`src/scpa_pkg.sv`:
```
// Shared types and codes for the size-class pool allocator.
package scpa_pkg;

  localparam int SIZE_REGS = 4;
  localparam int APB_AW    = 6;

  localparam logic [1:0] REQ_ALLOC = 2'd0;
  localparam logic [1:0] REQ_FREE  = 2'd1;
  localparam logic [1:0] REQ_STATS = 2'd2;

  localparam logic [2:0] ST_OK         = 3'd0;
  localparam logic [2:0] ST_NO_FIT     = 3'd1;
  localparam logic [2:0] ST_BAD_CLASS  = 3'd2;
  localparam logic [2:0] ST_STACK_FULL = 3'd3;
  localparam logic [2:0] ST_STATS_BAD  = 3'd4;

  localparam logic [2:0] REG_CLASS_COUNT  = 3'd0;
  localparam logic [2:0] REG_BLOCK_SIZE_0 = 3'd1;
  localparam logic [2:0] REG_BLOCK_SIZE_1 = 3'd2;
  localparam logic [2:0] REG_BLOCK_SIZE_2 = 3'd3;
  localparam logic [2:0] REG_BLOCK_SIZE_3 = 3'd4;
  localparam logic [2:0] REG_CAPACITIES   = 3'd5;

  typedef struct packed {
    logic [2:0]                  class_count;
    logic [SIZE_REGS-1:0][15:0]  blk_bytes;
    logic [63:0]                 capacities;
  } cfg_t;

  typedef struct packed {
    logic load;
    logic exec;
    logic emit;
  } cmd_t;

endpackage

```
`src/scpa_ctrl.sv`:
```
// Request sequencer: accept, execute against the stacks, deliver the result beat.
module scpa_ctrl (
  input  logic           clk,
  input  logic           rst_n,
  input  logic           in_valid,
  output logic           in_stall,
  output logic           out_valid,
  input  logic           out_stall,
  output scpa_pkg::cmd_t cmd
);
  import scpa_pkg::*;

  typedef enum logic [1:0] {S_IDLE, S_EXEC, S_DATA} state_t;

  state_t state_r, state_nxt;
  logic   out_valid_r, out_valid_nxt;
  logic   out_free;
  logic   in_fire;

  always_comb begin
    out_free  = !out_valid_r || !out_stall;
    in_stall  = !((state_r == S_IDLE) || ((state_r == S_DATA) && out_free));
    in_fire   = in_valid && !in_stall;
    cmd.load  = in_fire;
    cmd.exec  = (state_r == S_EXEC);
    cmd.emit  = (state_r == S_DATA) && out_free;
    out_valid_nxt = cmd.emit || (out_valid_r && out_stall);
    case (state_r)
      S_IDLE:  state_nxt = in_fire ? S_EXEC : S_IDLE;
      S_EXEC:  state_nxt = S_DATA;
      S_DATA: begin
        if (out_free) state_nxt = in_fire ? S_EXEC : S_IDLE;
        else          state_nxt = S_DATA;
      end
      default: state_nxt = S_IDLE;
    endcase
  end

  always_ff @(posedge clk) begin
    if (!rst_n) begin
      state_r     <= S_IDLE;
      out_valid_r <= 1'b0;
    end else begin
      state_r     <= state_nxt;
      out_valid_r <= out_valid_nxt;
    end
  end

  assign out_valid = out_valid_r;

endmodule

```
`config.mk`:
```
export PLATFORM = sky130hd
export DESIGN_NAME = scpa_ctrl
export DESIGN_NICKNAME = d
export VERILOG_FILES = /design/src/scpa_pkg.sv /design/src/scpa_ctrl.sv
export SDC_FILE = /design/constraint.sdc
export NUM_CORES = 1
export LEC_CHECK = 0
export ABC_AREA = 0
export BUFFER_PORTS_ARGS = -buffer_cell sky130_fd_sc_hd__buf_2
export CORE_AREA = 2 2 39 41
export DETAILED_ROUTE_END_ITERATION = 10
export DIE_AREA = 0 0 41 43
export GPL_TIMING_DRIVEN = 0
export PLACE_DENSITY = 0.38
export SLEW_MARGIN = 10
export SYNTH_ARGS = -nofsm -noshare
export SYNTH_HDL_FRONTEND = slang
export SYNTH_SLANG_ARGS = --single-unit
```
`constraint.sdc`:
```
create_clock -name clk -period 1.66 [get_ports clk]
set_input_delay 0.083 -clock clk [delete_from_list [all_inputs] [get_ports clk]]
set_output_delay 0.083 -clock clk [all_outputs]
set_load 0.02 [all_outputs]
```
Yosys cells after proc, flatten, opt, wreduce, memory -nomap -nowiden
Cells that the tools add are included.
{"block": "word_totals", "out_inout_bits": 5, "regBits": 3}
{"block": "op_classes", "muxes": 3, "n_reduce_logical": 10, "n_eq_ne": 2}
{"operator": "2-bit one-hot mux with 3 select lines", "n": 1}
{"operator": "1-bit logical AND", "n": 3}
{"operator": "1-bit zero test", "n": 3}
{"operator": "1-bit logical OR", "n": 3}
{"operator": "2-bit by 1-bit equality test with 1-bit output (second input constant)", "n": 1}
{"operator": "2-bit equality test (second input constant)", "n": 1}
{"operator": "2-bit zero test", "n": 1}
{"operator": "2-bit two-way mux", "n": 1}
{"operator": "1-bit two-way mux", "n": 1}

Longest topological paths before layout
Gate-level depths: netlist of the first run.
{"block": "depth", "word_depth": 8, "ltp_mapped": 3}

Least setup slack after synthesis of the first run
No wires, ideal clock.
{"block": "synth_path", "kind": "register -> output", "startpoint": "register out_valid_r, in the netlist out_valid", "endpoint": "output cmd[2] (netlist bit)", "slack_ps": 649, "path_buffers": 1, "arrival_time_ps": 928, "path_stages_with_launch": 4, "path_cell_list": "dfxtp_1 -> nand3_1 -> and3b_1 -> buf_4"}
{"block": "synth_between", "elab_chain_len": 5}
{"item": "start, declared", "line_no": "scpa_ctrl.sv:16", "rtl": "logic out_valid_r, out_valid_nxt;"}
{"item": "start signal, assigned", "line_no": "scpa_ctrl.sv:45", "rtl": "out_valid_r <= out_valid_nxt;"}
{"item": "1-bit zero test", "line_no": "scpa_ctrl.sv:21", "rtl": "out_free = !out_valid_r || !out_stall;"}
{"item": "1-bit logical OR", "line_no": "scpa_ctrl.sv:21"}
{"item": "1-bit logical AND", "line_no": "scpa_ctrl.sv:22", "rtl": "in_stall = !((state_r == S_IDLE) || ((state_r == S_DATA) && out_free));"}
{"item": "1-bit logical OR", "line_no": "scpa_ctrl.sv:22"}
{"item": "1-bit logical AND", "line_no": "scpa_ctrl.sv:23", "rtl": "in_fire = in_valid && !in_stall;"}
{"item": "end, declared", "line_no": "scpa_ctrl.sv:9", "rtl": "output scpa_pkg::cmd_t cmd"}
No other way between the ends.

Worst setup path after layout of the first run
Ends and elaborated chain as after synthesis.

==> qor.txt, run 1 <==
Overall global routing resource usage: 5.92%
CTS tree: built
DRT iter0 DRCs: 1
Hold endpoint: state_r[1]
Cts bufs inserted: 3
Fin util: 16.7%
Yosys warning count: 0
RSZ-0062 raised after global routing: false
Mapped Cells: 15
Slowest cell delay on critical path: 380 ps
Initial Utilization: 10.5%
HP Class: input port to register
Avg WL per Cell: 9.05 µm
Grt ovf: 0
Crit Path Category: register to primary output
Maximum vdd drop: 0.319 mV
Setup slack after layout: 380 ps
Die width: 41 µm
Worst-path cell with the longest stage delay: dfxtp_1
Crit-path max FO: 5
Synthesized area per cell: 9.68 µm²
Initial antenna violation count: 0
Async SR Flop Fraction: 0%
Rows: 14
Sequential area share after synthesis: 41.4%
Core Area: 0.00138 mm²
Final ANT Viol Nets: 0
Port Buffers: 8
DRC Markers: 0
Critical path launch point type: register
Setup TNS: 0 ps
Critical Path AT: 1200 ps
Clock sink count: 3
Post-CTS setup buffers: 0
Fmax: 781 MHz
Area growth from synthesis to layout: 59.5%
Hold depth: 2
Place WS: 619 ps
CTS resizes: 0
Commonest register cell after synthesis: dfxtp_1
R2R Setup Slk: 800 ps
Post-synthesis cell area: 145 µm²
Total number of vias: 155
Vias/cell: 3.60
Largest net degree at the start of global routing: 7
Worst Skew: 1.71 ps
Vias in the first global route: 144
Final period utilization: 77.1%
Clock Path Buffers: 2
Drt first pass iters: 4
Synth cell count leaders: 3 x dfxtp_1, 2 x and4b_1, 2 x nand2b_1
H-tree depth: 1
#FFs+latches synth: 3
Synth Net Count: 19
Final instance area: 231 µm²
Number of synthesized flops with an enable pin: 0
Die ar.: 0.00176 mm²
Clk slew on worst S/H paths: 40 ps
Clock root cell: clkbuf_4
# hold bufs at CTS: 0
Final hold slack: 85.6 ps
CP Cell Sequence: nand3_1 > and3b_1 > buf_4 > buf_2
Worst hold path startpoint: rst_n
Top post-synthesis cells by area: dfxtp_1 41%, and4b_1 14%, nand2b_1 8.6%
Io pins: 9
P_leak: 0.118 nW
Final net count: 32
Placement Cell Area: 205 µm²
Rel. slew slack: 90.3%
R2R cell count: 2
Gpl congestion: 0.754
Critical R2R Capture: state_r[1]
Worst skew pair latency: 230 ps
Final hold violation count: 0
Die H: 43 µm
Layout cells sized above 1: 44.4%
Final wirelength: 389 µm
Number of distinct library cells after synthesis: 11
R2r startpoint: state_r[0]
Final Max Tran Viols: 0
Clock period minus worst slack: 1280 ps
Outcome: finished, final reports clean
Dominant cell by count in the synthesized netlist: dfxtp_1
Top cell type's share of synthesized area: 41.4%
Worst EP required: 1580 ps
First-pass GRT wire length: 621 µm
Worst Tran Pin Value: 144 ps
Diode count: 0
Yosys top cell by area: dfxtp_1
MaxCap Viol Count: 0
Setup violations, final: 0
Cell Pwr Density: 1020 mW/mm²
Kind of end point of the critical path: primary output
routing by layer:
layer / GRT usage (%) / routed length, µm / vias to the layer above
met4: 2.00 / 0 / 0
met5: 0 / 0 / -
met1: 5.77 / 163 / 71
li1: - / - / 77
met2: 7.19 / 176 / 7
met3: 7.85 / 49 / 0
report_power, final:
part | internal [mW] | switching, mW | leakage, nW
clock network | 0.0900 | 0.0366 | 0.0150
registers | 0.0758 | 0.00341 | 0.0246
logic | 0.0145 | 0.0158 | 0.0781
worst max path at each step:
stage / slack (ps) / to / startpoint / cells after the start
2_1_floorplan: 650 / cmd[2] / out_valid / 3
3_3_place_gp: 650 / cmd[2] / out_valid / 4
3_5_place_dp: 620 / cmd[2] / out_valid / 4
4_1_cts: 360 / cmd[2] / out_valid / 4
5_1_grt: 290 / cmd[2] / out_valid / 4
6_report: 380 / cmd[2] / out_valid / 4
metrics by stage:
step,power (mW),instances
floorplan,0.0981,15
global placement,0.110,39
detailed placement,0.111,39
CTS,0.245,43
global route,0.253,43
finish,0.236,43
logic make-up (layout without fill, tap and decap cells):
logic type / after synthesis / in the layout / share of synthesized area, %
and+or+nand+nor: 8 / 8 / 39.7
buffers and inverters: 1 / 13 / 5.17
AOI/OAI and AO/OA: 3 / 3 / 13.8
DFF: 3 / 3 / 41.4
worst max-delay path: cells and delay by family, from the launching register on:
kind                   cells  cell delay [ps]
buffers and inverters      2              270
DFF                        1              380
and+or+nand+nor            2              330
cell usage in the layout (no fill, tap or decap), drive strengths merged:
cell type,count
buf,9
clkbuf,4
dfxtp,3
nand2b,2
and4b,2
and2b,1
a21oi,1
nand3,1
and3b,1
o21a,1
nand2,1
a21boi,1
layout make-up:
| cell class | count | area (µm²) |
|---|---|---|
| fillers | 161 | 1150 |
| multi-input cells | 11 | 77.6 |
| flip-flops and latches | 3 | 60.1 |
| repair buffers | 8 | 40.0 |
| clock buffers | 4 | 26.3 |
| well taps | 16 | 20.0 |
| plain buffers | 1 | 7.51 |
sequential cells by signal, summed over array words and instances, names as in the netlist:
| signal | cells |
|---|---|
| state_r | 2 |
| out_valid | 1 |
Power figures use the tool's default switching activity.
==> run 2, diff against run 1 <==
--- a/config.mk
+++ b/config.mk
@@ -11,7 +11,7 @@
 export DETAILED_ROUTE_END_ITERATION = 10
 export DIE_AREA = 0 0 41 43
 export GPL_TIMING_DRIVEN = 0
-export PLACE_DENSITY = 0.38
+export PLACE_DENSITY = 0.39
 export SLEW_MARGIN = 10
 export SYNTH_ARGS = -nofsm -noshare
 export SYNTH_HDL_FRONTEND = slang
==> constraint.sdc (replaced) <==
create_clock -name clk -period 1.1 [get_ports clk]
set_input_delay 0.055 -clock clk [delete_from_list [all_inputs] [get_ports clk]]
set_output_delay 0.055 -clock clk [all_outputs]
set_load 0.02 [all_outputs]
==> run 2 against run 1 <==
Against the previous run:
- combinational power grew 81%
- largest power group unchanged
- design area is 13% higher
- core utilization grew 2.2 points
==> qor.txt, run 2 (synthesis results as in run 1) <==
DRC Markers: 0
Worst Skew: 2.47 ps
Grt ovf: 0
Vias in the first global route: 163
Slowest cell delay on critical path: 320 ps
Setup violations, final: 0
Critical Path AT: 1000 ps
Maximum vdd drop: 0.273 mV
Post-DP HPWL: 254 µm
Fmax: 952 MHz
RSZ-0062 raised after global routing: false
Vias/cell: 3.84
Final cell count without fillers: 43
Grt peak-use layer: met4
Cell Pwr Density: 1390 mW/mm²
Crit path from: state_r[1]
Fillcell total: 154
Worst path most repeated cell: buf_6
P_leak: 0.122 nW
Final period utilization: 95.5%
Max reg flops: 2
CTS tree: built
CP Cell Sequence: buf_6 > and2b_1 > buf_6
Final net count: 32
Initial Utilization: 10.5%
Most frequent cells in the layout: 5 x buf_2, 3 x clkbuf_4, 3 x buf_6
Clk slew on worst S/H paths: 40 ps
Worst Tran Pin Value: 144 ps
Area growth from synthesis to layout: 80.2%
Core Area: 0.00138 mm²
Crit Path Category: register to primary output
Commonest non-fill, non-tap cell in the layout: buf_2
MaxCap Viol Count: 0
Final Max Tran Viols: 0
R2r startpoint: state_r[1]
Rows: 14
H-tree depth: 1
Total number of vias: 165
Crit-path max FO: 3
Clock period minus worst slack: 1050 ps
Worst-path cell with the longest stage delay: dfxtp_2
Overall global routing resource usage: 5.62%
Clock root cell: clkbuf_4
First-pass GRT wire length: 593 µm
HP Class: input port to register
Placed instance count: 39
Die width: 41 µm
M3 GR Usage: 3.14%
Setup TNS: 0 ps
Avg WL per Cell: 9.42 µm
Diode count: 0
Largest net degree at the start of global routing: 7
Largest reg by FF count: state_r
Final wirelength: 405 µm
Worst EP required: 1040 ps
Io pins: 9
Met2 Use GR: 7.81%
Port Buffers: 8
Die ar.: 0.00176 mm²
DRT iter0 DRCs: 4
Register area: 62.6 µm²
Met1 Usage GRT: 4.17%
Critical path launch point type: register
Worst skew pair latency: 230 ps
Outcome: finished, final reports clean
Drt first pass iters: 4
Worst hold path startpoint: rst_n
Clock Path Buffers: 2
Gpl congestion: 0.545
Die H: 43 µm
Clock sink count: 3
Multi-input gate area: 86.3 µm²
Layout cells sized above 1: 59.3%
Final ANT Viol Nets: 0
Kind of end point of the critical path: primary output
Cts bufs inserted: 3
Final hold violation count: 0
Rel. slew slack: 90.3%
Initial antenna violation count: 0
[run 2: layout make-up]
type                       count  share of cell area [%]
clock buffer                   4                    10.0
multi-input combinational     11                    33.0
sequential                     3                    23.9
tap                           16                    7.66
timing repair buffer           9                    25.4
[run 2: report_power, final]
part	switching (mW)	internal (mW)	leakage, nW
logic	0.0267	0.0283	0.0818
clock network	0.0516	0.136	0.0150
registers	0.00530	0.115	0.0255
total	0.0835	0.279	0.122
[run 2: through the flow]
step | instance area (µm²) | utilization (%) | total power, mW | setup WS [ps] | hold slack (ps)
after floorplan | 145 | - | 0.148 | 117 | 172
after global placement | 205 | 14.8 | 0.166 | 112 | 302
after detailed placement | 205 | 14.8 | 0.166 | 110 | 306
after CTS | 245 | 17.7 | 0.369 | 5.14 | 61.4
after global routing | 262 | 18.9 | 0.388 | 4.47 | 88.7
final | 262 | 18.9 | 0.362 | 49.2 | 82.1
[run 2: repair_timing]
action / CTS / global route
hold endpoints to repair: 0 / 0
buffers inserted: 1 / 0
hold buffers: 0 / 0
pin swaps: 2 / 0
endpoints found under the setup margin: 1 / 2
gates resized for setup: 5 / 5
[run 2: layer usage]
layer  share of wire, %  wire [µm]
met5                  0          0
met4                  0          0
met3                 12         50
met2                 53        216
met1                 34        138
[run 2: final timing paths]
check	depth (start not counted)	slack [ps]	endpoint
max	3	50	cmd[1]
min	2	80	state_r[1]
max reg2reg	3	180	state_r[1]
min reg2reg	2	510	out_valid
[run 2: worst max-delay path, delay by kind of cell, from the launching register on]
kind	cells	cell delay (ps)
buf+inv	2	230
flops	1	320
simple gates	1	210
