$ cat config.mk
export PLATFORM = sky130hd
export DESIGN_NAME = scpa_regs
export DESIGN_NICKNAME = d
export VERILOG_FILES = /design/src/scpa_pkg.sv /design/src/scpa_regs.sv
export SDC_FILE = /design/constraint.sdc
export NUM_CORES = 1
export LEC_CHECK = 0
export BUFFER_PORTS_ARGS = -buffer_cell sky130_fd_sc_hd__buf_2
export CAP_MARGIN = 20
export CORE_MARGIN = 2
export CORE_UTILIZATION = 44
export CTS_BUF_LIST = sky130_fd_sc_hd__clkbuf_8
export CTS_CLUSTER_DIAMETER = 80
export DETAILED_ROUTE_END_ITERATION = 10
export PLACE_DENSITY_LB_ADDON = 0.05
export REMOVE_ABC_BUFFERS = 1
export SYNTH_ARGS = -nofsm -noshare
export SYNTH_HDL_FRONTEND = slang
export SYNTH_SLANG_ARGS = --single-unit
$ cat constraint.sdc
create_clock -name clk -period 1.3 [get_ports clk]
set_input_delay 0.13 -clock clk [delete_from_list [all_inputs] [get_ports clk]]
set_output_delay 0.13 -clock clk [all_outputs]
set_load 0.01 [all_outputs]
$ cat src/scpa_pkg.sv
// Shared types and codes for the size-class pool allocator.
package scpa_pkg;

  localparam int SIZE_REGS = 4;
  localparam int APB_AW    = 6;

  localparam logic [1:0] REQ_ALLOC = 2'd0;
  localparam logic [1:0] REQ_FREE  = 2'd1;
  localparam logic [1:0] REQ_STATS = 2'd2;

  localparam logic [2:0] ST_OK         = 3'd0;
  localparam logic [2:0] ST_NO_FIT     = 3'd1;
  localparam logic [2:0] ST_BAD_CLASS  = 3'd2;
  localparam logic [2:0] ST_STACK_FULL = 3'd3;
  localparam logic [2:0] ST_STATS_BAD  = 3'd4;

  localparam logic [2:0] REG_CLASS_COUNT  = 3'd0;
  localparam logic [2:0] REG_BLOCK_SIZE_0 = 3'd1;
  localparam logic [2:0] REG_BLOCK_SIZE_1 = 3'd2;
  localparam logic [2:0] REG_BLOCK_SIZE_2 = 3'd3;
  localparam logic [2:0] REG_BLOCK_SIZE_3 = 3'd4;
  localparam logic [2:0] REG_CAPACITIES   = 3'd5;

  typedef struct packed {
    logic [2:0]                  class_count;
    logic [SIZE_REGS-1:0][15:0]  blk_bytes;
    logic [63:0]                 capacities;
  } cfg_t;

  typedef struct packed {
    logic load;
    logic exec;
    logic emit;
  } cmd_t;

endpackage

$ cat src/scpa_regs.sv
// Configuration register file with APB-style access and stack rebuild request.
module scpa_regs (
  input  logic                         clk,
  input  logic                         rst_n,
  input  logic                         psel,
  input  logic                         penable,
  input  logic                         pwrite,
  input  logic [scpa_pkg::APB_AW-1:0]  paddr,
  input  logic [63:0]                  pwdata,
  output logic [63:0]                  prdata,
  output logic                         pready,
  output scpa_pkg::cfg_t               cfg,
  output logic                         rebuild
);
  import scpa_pkg::*;

  cfg_t       cfg_r, cfg_nxt;
  logic       rebuild_r, rebuild_nxt;
  logic       wr;
  logic [2:0] idx;

  assign pready = 1'b1;
  assign wr     = psel && penable && pwrite;
  assign idx    = paddr[APB_AW-1:3];

  always_comb begin
    cfg_nxt     = cfg_r;
    rebuild_nxt = 1'b0;
    if (wr) begin
      rebuild_nxt = 1'b1;
      case (idx)
        REG_CLASS_COUNT:  cfg_nxt.class_count  = pwdata[2:0];
        REG_BLOCK_SIZE_0: cfg_nxt.blk_bytes[0] = pwdata[15:0];
        REG_BLOCK_SIZE_1: cfg_nxt.blk_bytes[1] = pwdata[15:0];
        REG_BLOCK_SIZE_2: cfg_nxt.blk_bytes[2] = pwdata[15:0];
        REG_BLOCK_SIZE_3: cfg_nxt.blk_bytes[3] = pwdata[15:0];
        REG_CAPACITIES:   cfg_nxt.capacities   = pwdata;
        default:          rebuild_nxt          = 1'b0;
      endcase
    end
  end

  always_comb begin
    case (idx)
      REG_CLASS_COUNT:  prdata = 64'(cfg_r.class_count);
      REG_BLOCK_SIZE_0: prdata = 64'(cfg_r.blk_bytes[0]);
      REG_BLOCK_SIZE_1: prdata = 64'(cfg_r.blk_bytes[1]);
      REG_BLOCK_SIZE_2: prdata = 64'(cfg_r.blk_bytes[2]);
      REG_BLOCK_SIZE_3: prdata = 64'(cfg_r.blk_bytes[3]);
      REG_CAPACITIES:   prdata = cfg_r.capacities;
      default:          prdata = '0;
    endcase
  end

  always_ff @(posedge clk) begin
    if (!rst_n) begin
      cfg_r     <= '0;
      rebuild_r <= 1'b0;
    end else begin
      cfg_r     <= cfg_nxt;
      rebuild_r <= rebuild_nxt;
    end
  end

  assign cfg     = cfg_r;
  assign rebuild = rebuild_r;

endmodule

# --- After elaboration in Yosys (flattened, before gate mapping) ---
# Index checks and enable logic that the tools add are counted.
totals:
  ff_bits: 132
  latch_bits: 0
  ramBits: 0
  mem_bits_ro: 0
  input_bits: 75
  output_inout_bits: 197
  elab_cells: 25
  mem_count: 0
classes:
  n_addsub: 0
  mul: 0
  div: 0
  n_lt_le_gt_ge: 0
  eq_ne: 5
  n_shift: 0
  muxes: 2
  bitwise_logic: 0
  n_reduce_logical: 11
ops:
  columns: ["operator", "count"]
  rows:
  - ["64-bit one-hot mux with 6 select lines", 1]
  - ["2-bit AND reduction", 7]
  - ["3-bit by 2-bit == test with 1-bit output (second input constant)", 2]
  - ["3-bit == test (second input constant)", 2]
  - ["6-bit OR reduction", 1]
  - ["3-bit by 1-bit == test with 1-bit output (second input constant)", 1]
  - ["3-bit zero test", 1]
  - ["1-bit logical AND", 2]
  - ["1-bit two-way mux", 1]

# --- Longest topological paths before layout ---
# Gate-level depths: netlist of run 1.
logic_depth:
  depth_word: 3
  ltp_mapped: 7
  depth_no_buf: 3

# --- Worst setup path before layout of run 1 ---
# OpenSTA, ideal clock, no wires.
synth_timing:
  kind: "input-to-output"
  from: "input port paddr[4] in the netlist's numbering"
  to: "output port prdata[16]"
  arrival_time_ns: 1.186
  required_ns: 1.170
  path_slack_ns: -0.016
  path_stages: 7
  n_path_buf: 4
  cell_sequence: "buf_6 > nand2b_4 > buf_6 > nor2_1 > buf_2 > clkbuf_1 > and2_1"
synth_via:
  elab_chain_cells: 2
  elab_cells_between_ends: 7
  classes_between: "eq/ne (5); mux (1); reduce/logical (1)"
synth_rtl:
  columns: ["item", "line", "text"]
  rows:
  - ["start, declared", "scpa_regs.sv:8", "input logic [scpa_pkg::APB_AW-1:0] paddr,"]
  - ["3-bit == test (tied with other cells)", "scpa_regs.sv:44", "case (idx)"]
  - ["64-bit one-hot mux with 6 select lines (*)", "scpa_regs.sv:44", null]
  - ["end, declared", "scpa_regs.sv:10", "output logic [63:0] prdata,"]
# Mark *: on every way between the ends. The rest lies on a longest branch, timed or not.

# --- Final worst setup path of run 1 ---
layout_timing:
  from: "register cfg_r, in the netlist cfg[69]"
  to: "output port prdata[5]"
layout_via:
  elab_chain_cells: 1
layout_rtl:
  columns: ["item", "line", "text"]
  rows:
  - ["start, declared", "scpa_regs.sv:17", "cfg_t cfg_r, cfg_nxt;"]
  - ["start signal, assigned", "scpa_regs.sv:60", "cfg_r <= cfg_nxt;"]
  - ["64-bit one-hot mux with 6 select lines", "scpa_regs.sv:44", null]
# Every way passes these cells.

==> implementation parameters, run 1 <==
Parameter                              Value

Timing
  Final number of max-transition violations ... 0
  Maximum operating frequency ... ~620 MHz
  Number of endpoints with negative hold slack in the final report ... 0
  Final critical-path setup slack ... -0.302 ns
  Unrepaired setup endpoints after global routing ... true
  Total of endpoints with negative setup slack in the final report ... 20
  Fin Clk Skew ... 0 ns
  Final hold slack ... 0.0396 ns
  Minimum period implied by the final worst setup slack ... 1.60 ns
  Share of the clock period used by the worst path after layout ... 123%

Die
  Die area ... between 0.01 and 0.015 mm^2
  Height of the chip ... 121 um
  Placement row count ... 42
  Starting utilization of the core area ... 45.3%
  Number of placed I/O pins ... roughly 270
  Die outline width ... 121 um
  Core Footprint ... 0.0133 mm^2

Hold path
  Worst hold-check path type ... input pin to register

Power
  Power per cell area ... 844 mW/mm^2
  Power Total ... 8.08 mW
  Sw power ... 2.01 mW
  Clock network power share ... a little under two fifths
  Switching part of the total ... 24.9%
  Sequential share of power ... 50.7%
  Combinational share of power ... a little under an eighth
  VDD IR max ... 0.597 mV
  Internal power ... a little over 6 mW
  Leak pwr ... 4.61 nW

Cells and area
  Count of filler cells inserted in the layout ... 1025
  Layout cell share with drive strength beyond 1 ... 47.2%
  Antenna Diode Count ... 0
  Final Cell Area ... around 0.0096 mm^2
  Final core utilization ... 71.9%
  Nets ... between 1000 and 1500
  Layout area overhead ... 58.8%

Placement
  Sum of net half-perimeters after detailed placement ... between 10000 and 15000 um
  Final estimated routing congestion in global placement ... around 0.84
  Instance area after placement ... 0.00780 mm^2
  IO Port Bufs ... 267
  Pre-CTS setup slack ... -0.160 ns

Critical path
  Data arrival at the endpoint of the critical path ... between 1 and 1.5 ns
  Reg2reg setup slack ... 0.50 ns
  Largest driver fanout on the critical path ... 2
  Data required time at the worst endpoint ... 1.17 ns
  Sort of element at the start of the critical path ... register
  Sort of element at the end of the critical path ... primary output
  Setup Crit Path Kind ... register to primary output

Clock tree
  Clock Latency Late Sink ... 0.44 ns
  CTS clock-pin slew for the worst setup and hold paths ... 0.07 ns
  Clk sink count ... 132
  H-tree Lvls ... 4
  Clock tree from TritonCTS ... built
  Cell at the root of the clock tree ... sky130_fd_sc_hd__clkbuf_8
  Maximum buffer depth of the clock tree ... 2
  TritonCTS buffer count ... 17

Synth
  Warning count from the yosys run ... 0
  Primary flip-flop cell chosen by synthesis mapping ... sky130_fd_sc_hd__dfxtp_1
  Fraction of synthesized cell area taken by the top area cell type ... 43.9%
  Number of distinct library cells after synthesis ... 29
  Synthesized area ... 0.00602 mm^2
  Gate count after technology mapping ... 644
  Sequential-to-total area share from yosys stat ... 43.9%
  Largest area contributor in the netlist ... sky130_fd_sc_hd__dfxtp_1
  Yosys reg bits ... 132
  Async S/R FF share, synth ... 0%
  Average footprint of a synthesized cell ... 9.35 um^2
  Number of enable-type register cells in the synthesized netlist ... 0
  Largest cells by area after synthesis ... sky130_fd_sc_hd__dfxtp_1, sky130_fd_sc_hd__mux2i_1, sky130_fd_sc_hd__nand2_1

Drt
  Iter 0 DRT Violations ... between 300 and 400
  Routed length per placed instance ... 16.5 um
  DRC viols ... 0
  Via count of the routed design ... 6078
  Overall routed net length ... 20200 um
  Average via count per standard cell ... 4.97
  1st-pass router iterations ... 4
  Antenna Nets Post-Route ... 0

Outcome
  Violated checks ... setup timing
  Result of the run ... complete, but fails checks

Flow run
  # Max-Cap Violations ... 0

Global route
  Number of antenna violations at the first check in global routing ... 0
  Via count of the first global-routing pass ... roughly 6000
  Combined global-route utilization of all metal layers ... 25.6%
  Global-route wire length before repair ... 29400 um
  Overflow left after global routing ... 0
  Maximum number of pins on one net before global-route repair ... 73
[cells in the mapped netlist, types with 3 or more instances]
library cell	n
sky130_fd_sc_hd__buf_2	3
sky130_fd_sc_hd__or3_1	3
sky130_fd_sc_hd__and2_1	48
sky130_fd_sc_hd__dfxtp_1	132
sky130_fd_sc_hd__a21o_1	10
sky130_fd_sc_hd__nor2_1	4
sky130_fd_sc_hd__clkbuf_1	29
sky130_fd_sc_hd__o22ai_1	10
sky130_fd_sc_hd__nor3_4	3
sky130_fd_sc_hd__buf_6	12
sky130_fd_sc_hd__buf_4	4
sky130_fd_sc_hd__o221ai_1	4
sky130_fd_sc_hd__mux2i_1	164
sky130_fd_sc_hd__nand2_1	198
[flip-flops by register name (all words and copies together), names as in the netlist]
register and flops:
cfg 131, rebuild 1
[worst paths after layout]
path / from / end / depth (start not counted)
hold / removal: pwdata[9] / cfg[105] / 3
hold reg to reg: cfg[6] / cfg[6] / 2
setup reg to reg: cfg[115] / cfg[115] / 4
setup / recovery: cfg[69] / prdata[5] / 4
[cells by family (layout without fill, tap and decap cells)]
group           count (synthesis)  in the layout  synth area share [%]
simple gates                  266            266                  20.1
mux                           166            166                  27.6
flops                         132            132                  43.9
buf+inv                        51            453                  4.98
compound gates                 28             28                  3.41
other cells                     1              1                0.0622
[worst max-delay path, stage by stage (launching register included)]
cell                       delay [ns]
sky130_fd_sc_hd__dfxtp_2         0.33
sky130_fd_sc_hd__mux2_4          0.27
sky130_fd_sc_hd__a221oi_2        0.22
sky130_fd_sc_hd__nor2_1          0.07
sky130_fd_sc_hd__buf_2           0.14
[routing by layer]
metal	GRT usage [%]	up-vias	share of wire (%)
met1	30.3	2913	40
met3	6.34	29	7.0
met2	44.5	209	51
met4	9.52	0	1.9
li1	-	2927	-
met5	0	-	0
[cells in the final DEF, fill, tap and decap left out, types with 2 or more instances in the layout]
master	n
sky130_fd_sc_hd__a21o_1	10
sky130_fd_sc_hd__a221oi_2	2
sky130_fd_sc_hd__and2_1	23
sky130_fd_sc_hd__and2_4	25
sky130_fd_sc_hd__buf_12	15
sky130_fd_sc_hd__buf_2	237
sky130_fd_sc_hd__buf_4	82
sky130_fd_sc_hd__buf_6	31
sky130_fd_sc_hd__buf_8	4
sky130_fd_sc_hd__clkbuf_16	2
sky130_fd_sc_hd__clkbuf_8	22
sky130_fd_sc_hd__clkinv_2	4
sky130_fd_sc_hd__dfxtp_1	83
sky130_fd_sc_hd__dfxtp_2	49
sky130_fd_sc_hd__dlygate4sd3_1	48
sky130_fd_sc_hd__inv_1	6
sky130_fd_sc_hd__mux2i_1	162
sky130_fd_sc_hd__mux2i_2	2
sky130_fd_sc_hd__nand2_1	197
sky130_fd_sc_hd__nand2b_1	2
sky130_fd_sc_hd__nor2_1	3
sky130_fd_sc_hd__nor2_4	2
sky130_fd_sc_hd__nor3_4	3
sky130_fd_sc_hd__o21a_1	2
sky130_fd_sc_hd__o221ai_2	4
sky130_fd_sc_hd__o22ai_1	9
sky130_fd_sc_hd__or3_1	3
[area by class of cell]
class / count / area (um^2) / area share (%)
multi-input combinational: 461 / 3220 / 33.7
sequential: 132 / 2700 / 28.3
timing repair buffer: 420 / 3070 / 32.1
clock inverter: 10 / 42.5 / 0.445
clock buffer: 22 / 303 / 3.17
inverter: 1 / 6.26 / 0.0654
tap: 176 / 220 / 2.30
[power by group through the flow]
stage	clock (mW)	sequential [mW]	combinational [mW]
finish	3.06	4.10	0.923
CTS	3.11	4.09	0.838
global placement	0	4.19	0.653
global route	3.27	4.10	0.993
floorplan	0	4.20	0.200
detailed placement	0	4.19	0.669
[metrics by stage]
step,std cells,TNS (ns)
finish,1222,-2.68
global route,1222,-4.45
CTS,1206,-2.94
detailed placement,1084,-15.25
global placement,1084,-9.22
floorplan,594,-71.48
[what timing repair did]
action	4_1_cts	5_1_grt
hold buffers	48	0
buffers inserted	41	12
hold endpoints to repair	48	0
endpoints found under the setup margin	64	64
gates resized for setup	56	80
pin swaps	13	8
cloned	1	4
Note: power is estimated with default switching activity, not from simulation.
==> inputs of run 2 (changes only) <==
Settings changed: CORE_UTILIZATION 44 to 43, CTS_BUF_LIST sky130_fd_sc_hd__clkbuf_8 to unset.
==> run 2 against run 1 <==
Against the previous run:
- the flow still finishes with violations (setup timing)
- flip-flop and latch count unchanged
- clock power grew 45%
- final area increased by 3.0%
- combinational power is 0.4% higher
- first-iteration DRC count shrank 21%
- sequential share of layout area decreased by 0.89 points
- critical path depth is the same
- sequential power is essentially flat
- critical path type unchanged
==> implementation parameters, run 2 (same netlist as run 1, synthesis figures left out) <==
Parameter                              Value

Timing
  Fin Clk Skew ... 0 ns (unchanged)
  Unrepaired setup endpoints after global routing ... true (unchanged)
  Maximum operating frequency ... 634 MHz (was 624 MHz)
  Total of endpoints with negative setup slack in the final report ... 30 (was 20)
  Final number of max-transition violations ... 0 (unchanged)
  Minimum period implied by the final worst setup slack ... 1.58 ns (was 1.60 ns)
  Number of endpoints with negative hold slack in the final report ... 0 (unchanged)
  Final critical-path setup slack ... -0.278 ns (was -0.302 ns)
  Share of the clock period used by the worst path after layout ... 121% (was 123%)

Outcome
  Violated checks ... setup timing (unchanged)
  Result of the run ... complete, but fails checks (unchanged)

Drt
  Antenna Nets Post-Route ... 0 (unchanged)
  DRC viols ... 0 (unchanged)
  Iter 0 DRT Violations ... 292 (was 369)
  1st-pass router iterations ... 5 (was 4)
  Routed length per placed instance ... 16.9 um (was 16.5 um)
  Overall routed net length ... 20600 um (was 20200 um)
  Via count of the routed design ... 6026 (was 6078)
  Average via count per standard cell ... 4.96 (was 4.97)

Critical path
  Sort of element at the start of the critical path ... register (unchanged)
  Sort of element at the end of the critical path ... primary output (unchanged)
  Data arrival at the endpoint of the critical path ... 1.45 ns (was 1.47 ns)
  Largest driver fanout on the critical path ... 3 (was 2)
  Reg2reg setup slack ... 0.55 ns (was 0.50 ns)
  Data required time at the worst endpoint ... 1.17 ns (about the same)
  Setup Crit Path Kind ... register to primary output (unchanged)

Placement
  Cell Count Post-Placement ... 1088 (was 1084)
  IO Port Bufs ... 267 (unchanged)
  Final estimated routing congestion in global placement ... 0.785 (was 0.840)
  Sum of net half-perimeters after detailed placement ... 12400 um (was 12700 um)

Power
  Clock network power share ... 46.9% (was 37.9%)
  Power per cell area ... 961 mW/mm^2 (was 844 mW/mm^2)
  Leak pwr ... 4.66 nW (was 4.61 nW)
  Combinational share of power ... 9.8% (was 11.4%)
  Sw power ... 2.16 mW (was 2.01 mW)
  Internal power ... 7.31 mW (was 6.07 mW)
  Switching part of the total ... 22.8% (was 24.9%)
  Power Total ... 9.47 mW (was 8.08 mW)
  Sequential share of power ... 43.3% (was 50.7%)
  VDD IR max ... 0.711 mV (was 0.597 mV)

Cells and area
  Final standard cell count with taps included and fillers excluded ... 1214 (was 1222)
  Layout area overhead ... 63.6% (was 58.8%)
  Nets ... 1097 (was 1108)
  Layout cell share with drive strength beyond 1 ... 47.8% (was 47.2%)
  Commonest non-fill, non-tap cell in the layout ... sky130_fd_sc_hd__buf_2 (unchanged)
  Flip-flop count of the largest register, all copies and words added ... 131 (unchanged)
  Antenna Diode Count ... 0 (unchanged)
  Top library cells by usage in the layout, fill and taps aside ... sky130_fd_sc_hd__buf_2, sky130_fd_sc_hd__nand2_1, sky130_fd_sc_hd__mux2i_1 (unchanged)
  Final core utilization ... 71.5% (was 71.9%)

Global route
  Via count of the first global-routing pass ... 5691 (was 5970)
  Global-route wire length before repair ... 28600 um (was 29400 um)
  Combined global-route utilization of all metal layers ... 24.8% (was 25.6%)
  Number of antenna violations at the first check in global routing ... 0 (unchanged)
  Overflow left after global routing ... 0 (unchanged)
  Maximum number of pins on one net before global-route repair ... 58 (was 73)

Hold path
  Worst hold-check path type ... input pin to register (unchanged)

Clock tree
  Clock Latency Late Sink ... 0.41 ns (was 0.44 ns)
  Maximum buffer depth of the clock tree ... 2 (unchanged)
  H-tree Lvls ... 4 (unchanged)
  Cell at the root of the clock tree ... sky130_fd_sc_hd__clkbuf_16 (was sky130_fd_sc_hd__clkbuf_8)
  Clk sink count ... 132 (unchanged)
  Clock tree from TritonCTS ... built (unchanged)
  CTS clock-pin slew for the worst setup and hold paths ... 0.05 ns (was 0.07 ns)
  TritonCTS buffer count ... 17 (unchanged)

Die
  Starting utilization of the core area ... 43.7% (was 45.3%)
  Die outline width ... 122 um (was 121 um)
  Height of the chip ... 122 um (was 121 um)
  Core Footprint ... 0.0138 mm^2 (was 0.0133 mm^2)
  Number of placed I/O pins ... 272 (unchanged)
  Die area ... 0.0150 mm^2 (was 0.0146 mm^2)
  Placement row count ... 43 (was 42)

Flow run
  # Max-Cap Violations ... 0 (unchanged)
[run 2: cell count changes in the layout (fill, tap and decap cells not counted), sizes merged]
cell | before | now
inv | 7 | 1
bufinv | 0 | 1
buf | 370 | 357
clkbuf | 24 | 30
[run 2: final timing paths]
check            from        end  cells after the start
max           cfg[69]  prdata[5]                      4
min           penable    rebuild                      3
max reg2reg   cfg[10]    cfg[10]                      3
min reg2reg  cfg[119]   cfg[119]                      2
[run 2: layer usage]
| metal | track usage (%) | vias to the layer above | wire length, um | part of all wire (%) |
|---|---|---|---|---|
| met5 | 0 | - | 0 | 0 |
| met4 | 9.27 | 0 | 339 | 1.6 |
| met3 | 5.39 | 23 | 1080 | 5.3 |
| met2 | 43.2 | 184 | 10600 | 52 |
| met1 | 29.9 | 2911 | 8540 | 42 |
| li1 | - | 2908 | - | - |
[run 2: timing repair]
item | in CTS | in global routing
buffers inserted | 40 | 1
hold endpoints to repair | 48 | 0
pin swaps | 16 | 22
gates cloned | 3 | 5
hold buffers | 48 | 0
setup endpoints to repair | 64 | 64
resized for setup | 70 | 96
[run 2: through the flow]
step / instance area (um^2) / TNS (ns) / hold WS (ns) / setup slack (ns)
3_5_place_dp: 7790 / -7.08 / 0.386 / -0.0948
3_3_place_gp: 7790 / -3.26 / 0.377 / -0.0654
5_1_grt: 9850 / -3.64 / 0.0557 / -0.333
6_report: 9850 / -2.06 / 0.0482 / -0.278
2_1_floorplan: 5730 / -71.48 / 0.244 / -0.773
4_1_cts: 9400 / -2.47 / 0.0366 / -0.275
[run 2: critical path, cell delays in order, from the launching register on]
cell	delay [ns]
sky130_fd_sc_hd__dfxtp_2	0.34
sky130_fd_sc_hd__mux2_4	0.28
sky130_fd_sc_hd__a221oi_2	0.21
sky130_fd_sc_hd__nor2_1	0.06
sky130_fd_sc_hd__buf_2	0.14
[run 2: final cells by class]
class                           instances  area [um^2]
Sequential cell                       132         2700
Timing Repair Buffer                  409         3130
Fill cell                            1080         3920
Tap cell                              180          225
Inverter                                1         3.75
Multi-Input combinational cell        461         3260
Clock buffer                           26          489
Clock inverter                          5         50.0
[run 2: power by group through the flow]
| stage | Combinational [mW] | Clock [mW] | Sequential, mW |
|---|---|---|---|
| floorplan | 0.200 | 0 | 4.20 |
| global placement | 0.659 | 0 | 4.19 |
| detailed placement | 0.670 | 0 | 4.19 |
| CTS | 0.883 | 4.48 | 4.10 |
| global route | 0.992 | 4.69 | 4.10 |
| finish | 0.927 | 4.44 | 4.10 |
==> inputs of run 3 (changes only) <==
Settings changed: CAP_MARGIN 20 to 30, CORE_UTILIZATION 43 to 44, CTS_BUF_LIST set to sky130_fd_sc_hd__clkbuf_4 sky130_fd_sc_hd__clkbuf_8.
==> run 3 against run 2 <==
Against the previous run:
- flip-flop and latch count is the same
- via count up 0.60%
- largest power group is now registers
- critical path type unchanged
- the flow still finishes with violations (setup timing)
- register-to-register slack worse by 0.05 ns
==> implementation parameters, run 3 (same netlist as run 1, synthesis figures left out) <==
Parameter                              Value

Outcome
  Result of the run ... complete, but fails checks (unchanged)
  Violated checks ... setup timing (unchanged)

Placement
  Final estimated routing congestion in global placement ... 0.840 (was 0.785)
  Pre-CTS setup slack ... -0.160 ns (was -0.0948 ns)
  IO Port Bufs ... 267 (unchanged)
  Sum of net half-perimeters after detailed placement ... 12700 um (was 12400 um)
  Cell Count Post-Placement ... 1084 (was 1088)

Global route
  Overflow left after global routing ... 0 (unchanged)
  Global-route wire length before repair ... 29400 um (was 28600 um)
  Number of antenna violations at the first check in global routing ... 0 (unchanged)
  Maximum number of pins on one net before global-route repair ... 73 (was 58)
  Combined global-route utilization of all metal layers ... 25.6% (was 24.8%)
  Via count of the first global-routing pass ... 5983 (was 5691)

Timing
  Fin Clk Skew ... 0 ns (unchanged)
  Final hold slack ... 0.0393 ns (was 0.0482 ns)
  Total of endpoints with negative setup slack in the final report ... 31 (was 30)
  Minimum period implied by the final worst setup slack ... 1.62 ns (was 1.58 ns)
  Final number of max-transition violations ... 0 (unchanged)
  Unrepaired setup endpoints after global routing ... true (unchanged)
  Final critical-path setup slack ... -0.324 ns (was -0.278 ns)
  Share of the clock period used by the worst path after layout ... 125% (was 121%)
  Maximum operating frequency ... 616 MHz (was 634 MHz)
  Number of endpoints with negative hold slack in the final report ... 0 (unchanged)

Drt
  Overall routed net length ... 20000 um (was 20600 um)
  Via count of the routed design ... 6062 (was 6026)
  Routed length per placed instance ... 16.4 um (was 16.9 um)
  1st-pass router iterations ... 7 (was 5)
  Average via count per standard cell ... 4.96 (about the same)
  Antenna Nets Post-Route ... 0 (unchanged)
  Iter 0 DRT Violations ... 361 (was 292)
  DRC viols ... 0 (unchanged)

Clock tree
  Clk sink count ... 132 (unchanged)
  Clock Latency Late Sink ... 0.44 ns (was 0.41 ns)
  TritonCTS buffer count ... 17 (unchanged)
  CTS clock-pin slew for the worst setup and hold paths ... 0.07 ns (was 0.05 ns)
  Maximum buffer depth of the clock tree ... 2 (unchanged)
  Cell at the root of the clock tree ... sky130_fd_sc_hd__clkbuf_8 (was sky130_fd_sc_hd__clkbuf_16)
  Clock tree from TritonCTS ... built (unchanged)
  H-tree Lvls ... 4 (unchanged)

Cells and area
  Top library cells by usage in the layout, fill and taps aside ... sky130_fd_sc_hd__buf_2, sky130_fd_sc_hd__nand2_1, sky130_fd_sc_hd__mux2i_1 (unchanged)
  Commonest non-fill, non-tap cell in the layout ... sky130_fd_sc_hd__buf_2 (unchanged)
  Footprint of the multi-input gates ... 0.00322 mm^2 (was 0.00326 mm^2)
  Antenna Diode Count ... 0 (unchanged)
  Sequential Area ... 0.00270 mm^2 (about the same)
  Layout cell share with drive strength beyond 1 ... 47.6% (was 47.8%)
  Layout area overhead ... 59.0% (was 63.6%)
  Count of filler cells inserted in the layout ... 1020 (was 1080)
  Flip-flop count of the largest register, all copies and words added ... 131 (unchanged)
  Nets ... 1108 (was 1097)
  Final standard cell count with taps included and fillers excluded ... 1222 (was 1214)

Die
  Core Footprint ... 0.0133 mm^2 (was 0.0138 mm^2)
  Die outline width ... 121 um (was 122 um)
  Starting utilization of the core area ... 45.3% (was 43.7%)
  Die area ... 0.0146 mm^2 (was 0.0150 mm^2)
  Number of placed I/O pins ... 272 (unchanged)
  Placement row count ... 42 (was 43)
  Height of the chip ... 121 um (was 122 um)

Power
  Combinational share of power ... 11.2% (was 9.8%)
  Clock network power share ... 39.1% (was 46.9%)
  Sw power ... 2.00 mW (was 2.16 mW)
  Sequential share of power ... 49.7% (was 43.3%)
  Switching part of the total ... 24.3% (was 22.8%)
  Power per cell area ... 860 mW/mm^2 (was 961 mW/mm^2)
  Leak pwr ... 4.60 nW (was 4.66 nW)
  VDD IR max ... 0.613 mV (was 0.711 mV)
  Internal power ... 6.24 mW (was 7.31 mW)

Flow run
  # Max-Cap Violations ... 0 (unchanged)

Critical path
  Setup Crit Path Kind ... register to primary output (unchanged)
  Data arrival at the endpoint of the critical path ... 1.49 ns (was 1.45 ns)
  Data required time at the worst endpoint ... 1.17 ns (about the same)
  Sort of element at the start of the critical path ... register (unchanged)
  Largest driver fanout on the critical path ... 2 (was 3)
  Sort of element at the end of the critical path ... primary output (unchanged)

Hold path
  Worst hold-check path type ... input pin to register (unchanged)
==> run 3: per-layer routing <==
layer  GRT usage [%]  up-vias  routed length (um)
li1                -     2928                   -
met1            30.4     2892                8120
met2            44.3      212               10100
met3            6.20       30                1380
met4            9.88        0                 397
met5               0        -                   0
==> run 3: path summary, 6_finish.rpt <==
path | endpoint | slack [ns] | from | cells after the start
min reg2reg | cfg[122] | 0.46 | cfg[122] | 2
max | prdata[5] | -0.32 | cfg[69] | 4
max reg2reg | cfg[115] | 0.50 | cfg[115] | 4
min | cfg[105] | 0.04 | pwdata[9] | 3
==> run 3: final cells by class <==
| class | count | area share (%) |
|---|---|---|
| multi-input combinational | 461 | 33.6 |
| timing repair buffer | 420 | 32.0 |
| sequential | 132 | 28.2 |
| clock buffer | 28 | 3.63 |
| tap | 176 | 2.30 |
| clock inverter | 4 | 0.209 |
| inverter | 1 | 0.0653 |
==> run 3: power groups by stage <==
stage / sequential [mW] / clock [mW] / combinational [mW]
after global placement: 4.19 / 0 / 0.653
final: 4.10 / 3.22 / 0.924
after floorplan: 4.20 / 0 / 0.200
after detailed placement: 4.19 / 0 / 0.669
after global routing: 4.10 / 3.42 / 0.993
after CTS: 4.09 / 3.27 / 0.838
==> run 3: critical path, cell delays in order, from the launching register on <==
cell,delay [ns]
sky130_fd_sc_hd__dfxtp_2,0.33
sky130_fd_sc_hd__mux2_4,0.27
sky130_fd_sc_hd__a221oi_2,0.24
sky130_fd_sc_hd__nor2_1,0.07
sky130_fd_sc_hd__buf_2,0.14
==> run 3: timing repair <==
item,CTS,global route
gates resized for setup,56,78
endpoints found under the hold margin,48,0
gates cloned,1,4
hold buffers,48,0
pin swaps,13,8
setup endpoints to repair,64,64
buffers inserted,41,12
==> run 3: per-stage QoR <==
step	utilization, %	power [mW]	area [um^2]	setup TNS [ns]
global placement	58.6	4.84	7800	-9.22
detailed placement	58.6	4.86	7800	-15.25
finish	72.0	8.24	9580	-2.80
floorplan	-	4.40	5730	-71.48
CTS	68.3	8.21	9090	-2.94
global route	72.0	8.51	9580	-4.83
